<file path="src/hdl/srd_pkg.sv">
// ----------------------------------------------------------------------------
// srd_pkg: shared types and constants of the silence region detector
// Register indexes, sample encodings and the result bundle.
// ----------------------------------------------------------------------------
`default_nettype none

package srd_pkg;

  localparam int unsigned SampleW = 24;
  localparam int unsigned MagW    = 24;
  localparam int unsigned SumW    = MagW + 1;
  localparam int unsigned IdxW    = 32;
  localparam int unsigned CfgW    = 24;
  localparam int unsigned AddrW   = 2;

  localparam logic [IdxW-1:0] IdxMax = '1;

  typedef enum logic [AddrW-1:0] {
    CfgDepthMode    = 2'd0,
    CfgChannelCount = 2'd1,
    CfgSilenceLevel = 2'd2,
    CfgMinFrames    = 2'd3
  } cfg_idx_e;

  typedef enum logic [1:0] {
    DepthU8  = 2'd0,
    DepthS16 = 2'd1,
    DepthS24 = 2'd2
  } depth_e;

  localparam logic [1:0]  DepthReset  = 2'd1;
  localparam logic [1:0]  ChanReset   = 2'd2;
  localparam logic [23:0] LevelReset  = 24'd83886;
  localparam logic [23:0] MinRunReset = 24'd4410;

  typedef struct packed {
    logic [1:0]  depth_mode;
    logic [1:0]  channel_count;
    logic [23:0] silence_level;
    logic [23:0] min_silence_frames;
  } cfg_t;

  typedef struct packed {
    logic            valid;
    logic [IdxW-1:0] region_start;
    logic [IdxW-1:0] region_end;
    logic            at_stream_end;
  } result_t;

  typedef struct packed {
    logic            run_active;
    logic [IdxW-1:0] frame_index;
  } trk_status_t;

endpackage

`default_nettype wire

</file>
<file path="src/hdl/srd_decode.sv">
// ----------------------------------------------------------------------------
// srd_decode: sample decoder
// Maps raw sample bits to Q23 by the configured depth and returns |value|.
// ----------------------------------------------------------------------------
`default_nettype none

module srd_decode (
  input  wire logic [srd_pkg::SampleW-1:0] raw_i,
  input  wire logic [1:0]                  depth_mode_i,
  output logic      [srd_pkg::MagW-1:0]    mag_o
);

  logic [23:0] q23;

  always_comb begin
    unique case (srd_pkg::depth_e'(depth_mode_i))
      srd_pkg::DepthU8: begin
        q23 = {~raw_i[7], raw_i[6:0], 16'h0000};
      end
      srd_pkg::DepthS16: begin
        q23 = {raw_i[15:0], 8'h00};
      end
      default: begin
        q23 = raw_i[23:0];
      end
    endcase
  end

  // -2^23 maps to 0x800000, which still fits unsigned
  assign mag_o = q23[23] ? (~q23 + 24'd1) : q23;

endmodule

`default_nettype wire

</file>
<file path="src/hdl/srd_tracker.sv">
// ----------------------------------------------------------------------------
// srd_tracker: silence test and run tracking
// Tests one frame, keeps the frame counter and open run, forms the result.
// ----------------------------------------------------------------------------
`default_nettype none

module srd_tracker (
  input  wire logic                        clk_i,
  input  wire logic                        rst_ni,
  input  wire logic                        go_i,
  input  wire logic [srd_pkg::SampleW-1:0] sample_ch0_i,
  input  wire logic [srd_pkg::SampleW-1:0] sample_ch1_i,
  input  wire logic                        last_frame_i,
  input  wire srd_pkg::cfg_t               cfg_i,
  output srd_pkg::result_t                 result_o,
  output srd_pkg::trk_status_t             status_o
);

  localparam int unsigned IdxW = srd_pkg::IdxW;

  logic [srd_pkg::MagW-1:0] mag0, mag1;
  logic                     two_ch;
  logic [srd_pkg::SumW-1:0] sum, thresh;
  logic                     silent;

  logic            run_q, run_d;
  logic [IdxW-1:0] idx_q, idx_d;
  logic [IdxW-1:0] begin_q, begin_d;

  logic [IdxW-1:0] begin_mid, idx_next, min_ext;
  logic            hit_loud, hit_end;

  srd_decode u_dec0 (
    .raw_i       (sample_ch0_i),
    .depth_mode_i(cfg_i.depth_mode),
    .mag_o       (mag0)
  );

  srd_decode u_dec1 (
    .raw_i       (sample_ch1_i),
    .depth_mode_i(cfg_i.depth_mode),
    .mag_o       (mag1)
  );

  // count 0 acts as 1, count 3 as 2
  assign two_ch = cfg_i.channel_count[1];
  assign sum    = {1'b0, mag0} + (two_ch ? {1'b0, mag1} : '0);
  assign thresh = two_ch ? {cfg_i.silence_level, 1'b0} : {1'b0, cfg_i.silence_level};
  assign silent = sum < thresh;

  assign min_ext   = {8'h00, cfg_i.min_silence_frames};
  assign begin_mid = (!run_q && silent) ? idx_q : begin_q;
  assign idx_next  = (idx_q == srd_pkg::IdxMax) ? idx_q : idx_q + 32'd1;
  assign hit_loud  = run_q && !silent && ((idx_q - begin_q) >= min_ext);
  assign hit_end   = last_frame_i && silent && ((idx_next - begin_mid) >= min_ext);

  always_comb begin
    result_o.valid         = go_i && (hit_loud || hit_end);
    result_o.region_start  = hit_end ? begin_mid : begin_q;
    result_o.region_end    = hit_end ? idx_next : idx_q;
    result_o.at_stream_end = hit_end;
  end

  always_comb begin
    run_d   = run_q;
    idx_d   = idx_q;
    begin_d = begin_q;
    if (go_i) begin
      if (last_frame_i) begin
        run_d   = 1'b0;
        idx_d   = '0;
        begin_d = '0;
      end else begin
        run_d   = silent;
        idx_d   = idx_next;
        begin_d = begin_mid;
      end
    end
  end

  always_ff @(posedge clk_i or negedge rst_ni) begin
    if (!rst_ni) begin
      run_q   <= 1'b0;
      idx_q   <= '0;
      begin_q <= '0;
    end else begin
      run_q   <= run_d;
      idx_q   <= idx_d;
      begin_q <= begin_d;
    end
  end

  assign status_o.run_active  = run_q;
  assign status_o.frame_index = idx_q;

endmodule

`default_nettype wire

</file>
<file path="src/hdl/silence_region_detector.sv">
// ----------------------------------------------------------------------------
// silence_region_detector: reports silent runs in a PCM frame stream
// Input beat -> input register -> tracker -> output register -> result beat;
// 1 frame per cycle unless output stalls, set by the single decode/compare/
// counter stage. Async reset clears run state and loads register defaults.
// ----------------------------------------------------------------------------
`default_nettype none

module silence_region_detector (
  input  wire logic                      clk_i,
  input  wire logic                      rst_ni,
  input  wire logic                      cfg_we_i,
  input  wire logic [srd_pkg::AddrW-1:0] cfg_addr_i,
  input  wire logic [srd_pkg::CfgW-1:0]  cfg_wdata_i,
  input  wire logic                      s_axis_tvalid,
  output logic                           s_axis_tready,
  input  wire logic [47:0]               s_axis_tdata,  // sample_ch0, sample_ch1
  input  wire logic                      s_axis_tlast,  // last_frame
  output logic                           m_axis_tvalid,
  input  wire logic                      m_axis_tready,
  output logic      [63:0]               m_axis_tdata,  // region_start, region_end
  output logic                           m_axis_tuser   // at_stream_end
);

  srd_pkg::cfg_t cfg_q;

  logic                        in_valid_q;
  logic [srd_pkg::SampleW-1:0] ch0_q, ch1_q;
  logic                        last_q;

  logic                        out_valid_q;
  logic [srd_pkg::IdxW-1:0]    start_q, end_q;
  logic                        at_end_q;

  logic                        out_free, go;
  srd_pkg::result_t            res;
  srd_pkg::trk_status_t        status;

  always_ff @(posedge clk_i or negedge rst_ni) begin
    if (!rst_ni) begin
      cfg_q.depth_mode         <= srd_pkg::DepthReset;
      cfg_q.channel_count      <= srd_pkg::ChanReset;
      cfg_q.silence_level      <= srd_pkg::LevelReset;
      cfg_q.min_silence_frames <= srd_pkg::MinRunReset;
    end else if (cfg_we_i) begin
      unique case (srd_pkg::cfg_idx_e'(cfg_addr_i))
        srd_pkg::CfgDepthMode:    cfg_q.depth_mode         <= cfg_wdata_i[1:0];
        srd_pkg::CfgChannelCount: cfg_q.channel_count      <= cfg_wdata_i[1:0];
        srd_pkg::CfgSilenceLevel: cfg_q.silence_level      <= cfg_wdata_i;
        srd_pkg::CfgMinFrames:    cfg_q.min_silence_frames <= cfg_wdata_i;
        default: ;
      endcase
    end
  end

  assign out_free      = !out_valid_q || m_axis_tready;
  assign go            = in_valid_q && out_free;
  assign s_axis_tready = !in_valid_q || out_free;

  always_ff @(posedge clk_i or negedge rst_ni) begin
    if (!rst_ni) begin
      in_valid_q <= 1'b0;
    end else if (s_axis_tready) begin
      in_valid_q <= s_axis_tvalid;
    end
  end

  always_ff @(posedge clk_i) begin
    if (s_axis_tready && s_axis_tvalid) begin
      ch0_q  <= s_axis_tdata[23:0];
      ch1_q  <= s_axis_tdata[47:24];
      last_q <= s_axis_tlast;
    end
  end

  srd_tracker u_tracker (
    .clk_i       (clk_i),
    .rst_ni      (rst_ni),
    .go_i        (go),
    .sample_ch0_i(ch0_q),
    .sample_ch1_i(ch1_q),
    .last_frame_i(last_q),
    .cfg_i       (cfg_q),
    .result_o    (res),
    .status_o    (status)
  );

  always_ff @(posedge clk_i or negedge rst_ni) begin
    if (!rst_ni) begin
      out_valid_q <= 1'b0;
    end else if (out_free) begin
      out_valid_q <= res.valid;
    end
  end

  always_ff @(posedge clk_i) begin
    if (out_free && res.valid) begin
      start_q  <= res.region_start;
      end_q    <= res.region_end;
      at_end_q <= res.at_stream_end;
    end
  end

  assign m_axis_tvalid = out_valid_q;
  assign m_axis_tdata  = {end_q, start_q};
  assign m_axis_tuser  = at_end_q;

`ifndef SYNTHESIS
  a_result_from_frame: assert property (@(posedge clk_i) disable iff (!rst_ni)
    $rose(m_axis_tvalid) |-> $past(go))
    else $error("result beat without a processed frame");

  a_last_clears: assert property (@(posedge clk_i) disable iff (!rst_ni)
    go && last_q |=> !status.run_active && (status.frame_index == '0))
    else $error("stream state not cleared after last frame");

  a_end_flag_on_last: assert property (@(posedge clk_i) disable iff (!rst_ni)
    go && res.valid && res.at_stream_end |-> last_q)
    else $error("stream-end result from a non-last frame");
`endif

endmodule

`default_nettype wire
</file>
<file path="config.mk">
export PLATFORM = sky130hd
export DESIGN_NAME = silence_region_detector
export DESIGN_NICKNAME = d
export VERILOG_FILES = /design/src/hdl/srd_pkg.sv /design/src/hdl/srd_decode.sv /design/src/hdl/srd_tracker.sv /design/src/hdl/silence_region_detector.sv
export SDC_FILE = /design/constraint.sdc
export NUM_CORES = 1
export LEC_CHECK = 0
export BUFFER_PORTS_ARGS = -buffer_cell sky130_fd_sc_hd__buf_4
export CAP_MARGIN = 15
export CORE_MARGIN = 4
export CORE_UTILIZATION = 55
export DETAILED_ROUTE_END_ITERATION = 16
export PLACE_DENSITY = 0.7
export RECOVER_POWER = 25
export SLEW_MARGIN = 30
export SYNTH_ARGS = -nofsm -noshare
export SYNTH_HDL_FRONTEND = slang
export SYNTH_HIERARCHICAL = 1
export SYNTH_SLANG_ARGS = --single-unit
</file>
<file path="constraint.sdc">
create_clock -name clk_i -period 15.5 [get_ports clk_i]
set_clock_uncertainty 0.2 [all_clocks]
set_input_delay 0.775 -clock clk_i [delete_from_list [all_inputs] [get_ports clk_i]]
set_output_delay 0.775 -clock clk_i [all_outputs]
set_load 0.01 [all_outputs]
</file>
==> results_dict.tcl <==
set metrics [dict create \
    outcome "finished with violations" \
    failed_checks "capacitance limit, slew limit" \
    antenna_found_initial 0 \
    post_cts_buffers 0 \
    grt_pass1_vias 16300 \
    hold_viol 0 \
    numCtsBuffers 28 \
    ys_warn_count 6 \
    die_height_um 196 \
    worstPathMaxFanout 65 \
    crit_path_frequent_cell "a21oi_1" \
    drv_cap 2 \
    cts_resized 0 \
    drive_gt1_share_pct 14.8 \
    ios 147 \
    track_usage_pct 29.4 \
    grt_overflow 0 \
    crit_slowest_cell "dfrtp_2" \
    core-area_sq_um 34700 \
    critPathMaxStageDelay_ns 0.80 \
    post-route-min-period_ns 13.62 \
    cts_tree "built" \
    hold-worst-slack_ns 0.205 \
    io_buffer_count 146 \
    rows 68 \
    die_area_sq_um 38400 \
    wire_per_inst_um 22.1 \
    crit_path_end_kind "flip-flop" \
    min_path_type "in2reg" \
    pwr_density_cell_nw_per_um2 222 \
    slew_violations 90 \
    syn_area_sq_um 19400 \
    h-tree-depth 1 \
    setup_viol 0 \
    grt_max_degree 70 \
    critPathKind "reg2reg" \
    wl_um 58300 \
    multi_input_area_sq_um 12000 \
    fmaxAchievable_mhz 73.4 \
    leakagePower_nw 9.28 \
    timing.slew.headroom_pct -154 \
    diodes 0 \
    clock_sink_count 232 \
    syn_nets 2337 \
    syn_inst 2098 \
    syn_area_per_cell_sq_um 9.27 \
    via_count 16700 \
    dieWidth_um 196 \
    start_util_pct 56.0 \
    area_growth_pct 10.6 \
    setup-tns-final_ns 0 \
    clk_latency_ns 0.57 \
    grt_pass1_wl_um 91400 \
    cts_root_buf "clkbuf_16" \
    ir_drop_mv 0.335 \
    cts.reportedPaths.clkPinSlew_ns 0.06 \
    drc 0 \
    via_per_inst 6.33 \
    initialDrtViolationCount 1521 \
    ant_nets 0 \
    fillerInstances 2973 \
    cp.required_ns 15.48 \
    crit_path_start_kind "flip-flop" \
    arrival_ns 13.60 \
    tightestPinTransition_ns 3.82 \
    first_pass_iters 5 \
    place.gp.congestion 0.969 \
    seq_area_sq_um 6400 \
    hpwlAfterDp_um 42600 \
    ctsHoldBuffers 0 \
    min_period_over_period_pct 87.8 \
    rsz0062_at_grt "false" \
    cts_buffer_depth 3 \
    nets 2407 \
]
-- worst paths after layout --
kind,slack (ns),cells past startpoint,endpoint,startpoint
max,1.88,55,start_q[8],cfg_q[51]
min,0.21,1,ch1_q[19],s_axis_tdata[43]
max reg2reg,1.88,55,start_q[8],cfg_q[51]
min reg2reg,0.30,1,cfg_q[6],cfg_q[6]
max in group asynchronous,11.41,2,cfg_q[51],rst_ni
min in group asynchronous,1.34,1,cfg_q[21],rst_ni
-- power by group --
| part | total [mW] | internal (mW) | switching [mW] |
|---|---|---|---|
| clock | 0.646 | 0.379 | 0.268 |
| combinational | 3.18 | 1.15 | 2.03 |
| sequential | 0.940 | 0.839 | 0.101 |
-- layout by cell type, fill, tap and decap left out, types with 7 or more instances in the layout --
cell         n
a211oi_1    11
a21o_1      38
a21oi_1    144
a22o_1       7
a22oi_1     19
a31oi_1     49
and2_1      30
and3_1      16
and4_1      15
buf_4      110
clkbuf_1    14
clkbuf_16   29
clkbuf_4    48
dfrtp_1     99
dfstp_2     18
edfxtp_1   114
ha_1       157
inv_1      126
mux2_1      14
mux2_2      14
mux2_4      31
mux2i_1     85
nand2_1    149
nand2b_1    29
nand3_1     42
nand4_1     27
nor2_1     113
nor2b_1     20
nor3_1      38
nor4_1      21
o21a_1      20
o21ai_0    110
o21ai_1     42
o21bai_1    17
o22ai_1     35
o311ai_1    27
o31ai_1     24
xnor2_1    121
xor2_1      31
-- area by class of cell --
cell class,count,share of cell area (%)
Clock buffer,44,3.82
Clock inverter,8,0.332
Sequential cell,232,29.8
Inverter,127,2.22
Multi-Input combinational cell,1618,55.7
Timing Repair Buffer,161,5.57
Tap cell,455,2.65
-- metal layers --
layer | vias to the layer above | wire length (um) | track usage, % | part of all wire [%]
met1 | 8031 | 26300 | 43.0 | 45
met2 | 729 | 26000 | 46.0 | 45
met4 | 0 | 1460 | 7.68 | 2.5
li1 | 7890 | - | - | -
met3 | 93 | 4550 | 3.98 | 7.8
met5 | - | 0 | 0 | 0
-- worst max-delay path: cells and delay by family (launching register included) --
family / cells / cell delay, ns
flip-flops: 1 / 0.80
adder cells (fa/ha/maj): 5 / 1.34
AND/OR/NAND/NOR: 13 / 2.59
AO/OA/AOI/OAI: 31 / 7.08
buffers and inverters: 4 / 0.93
XOR/XNOR: 2 / 0.24
-- state kept, by name (all words and copies together) (netlist names) --
name and count:
cfg_q 51, ch0_q 24, ch1_q 24, end_q 32, in_valid_q 1, last_q 1, m_axis_tuser 1, m_axis_tvalid 1
start_q 32, u_tracker/begin_q 32, u_tracker/idx_q 32, u_tracker/run_q 1
-- metrics by stage --
step,instance area [sq um],utilization (%),power (mW),setup slack [ns],instances
CTS,21600,62.2,4.73,2.15,2645
floorplan,19400,-,3.17,2.77,2098
global route,21500,62.0,5.08,0.732,2645
finish,21500,62.0,4.77,1.88,2645
global placement,20700,59.6,4.00,2.36,2593
detailed placement,20700,59.6,4.06,2.19,2593
No activity file was read; power rests on OpenSTA's default activity.
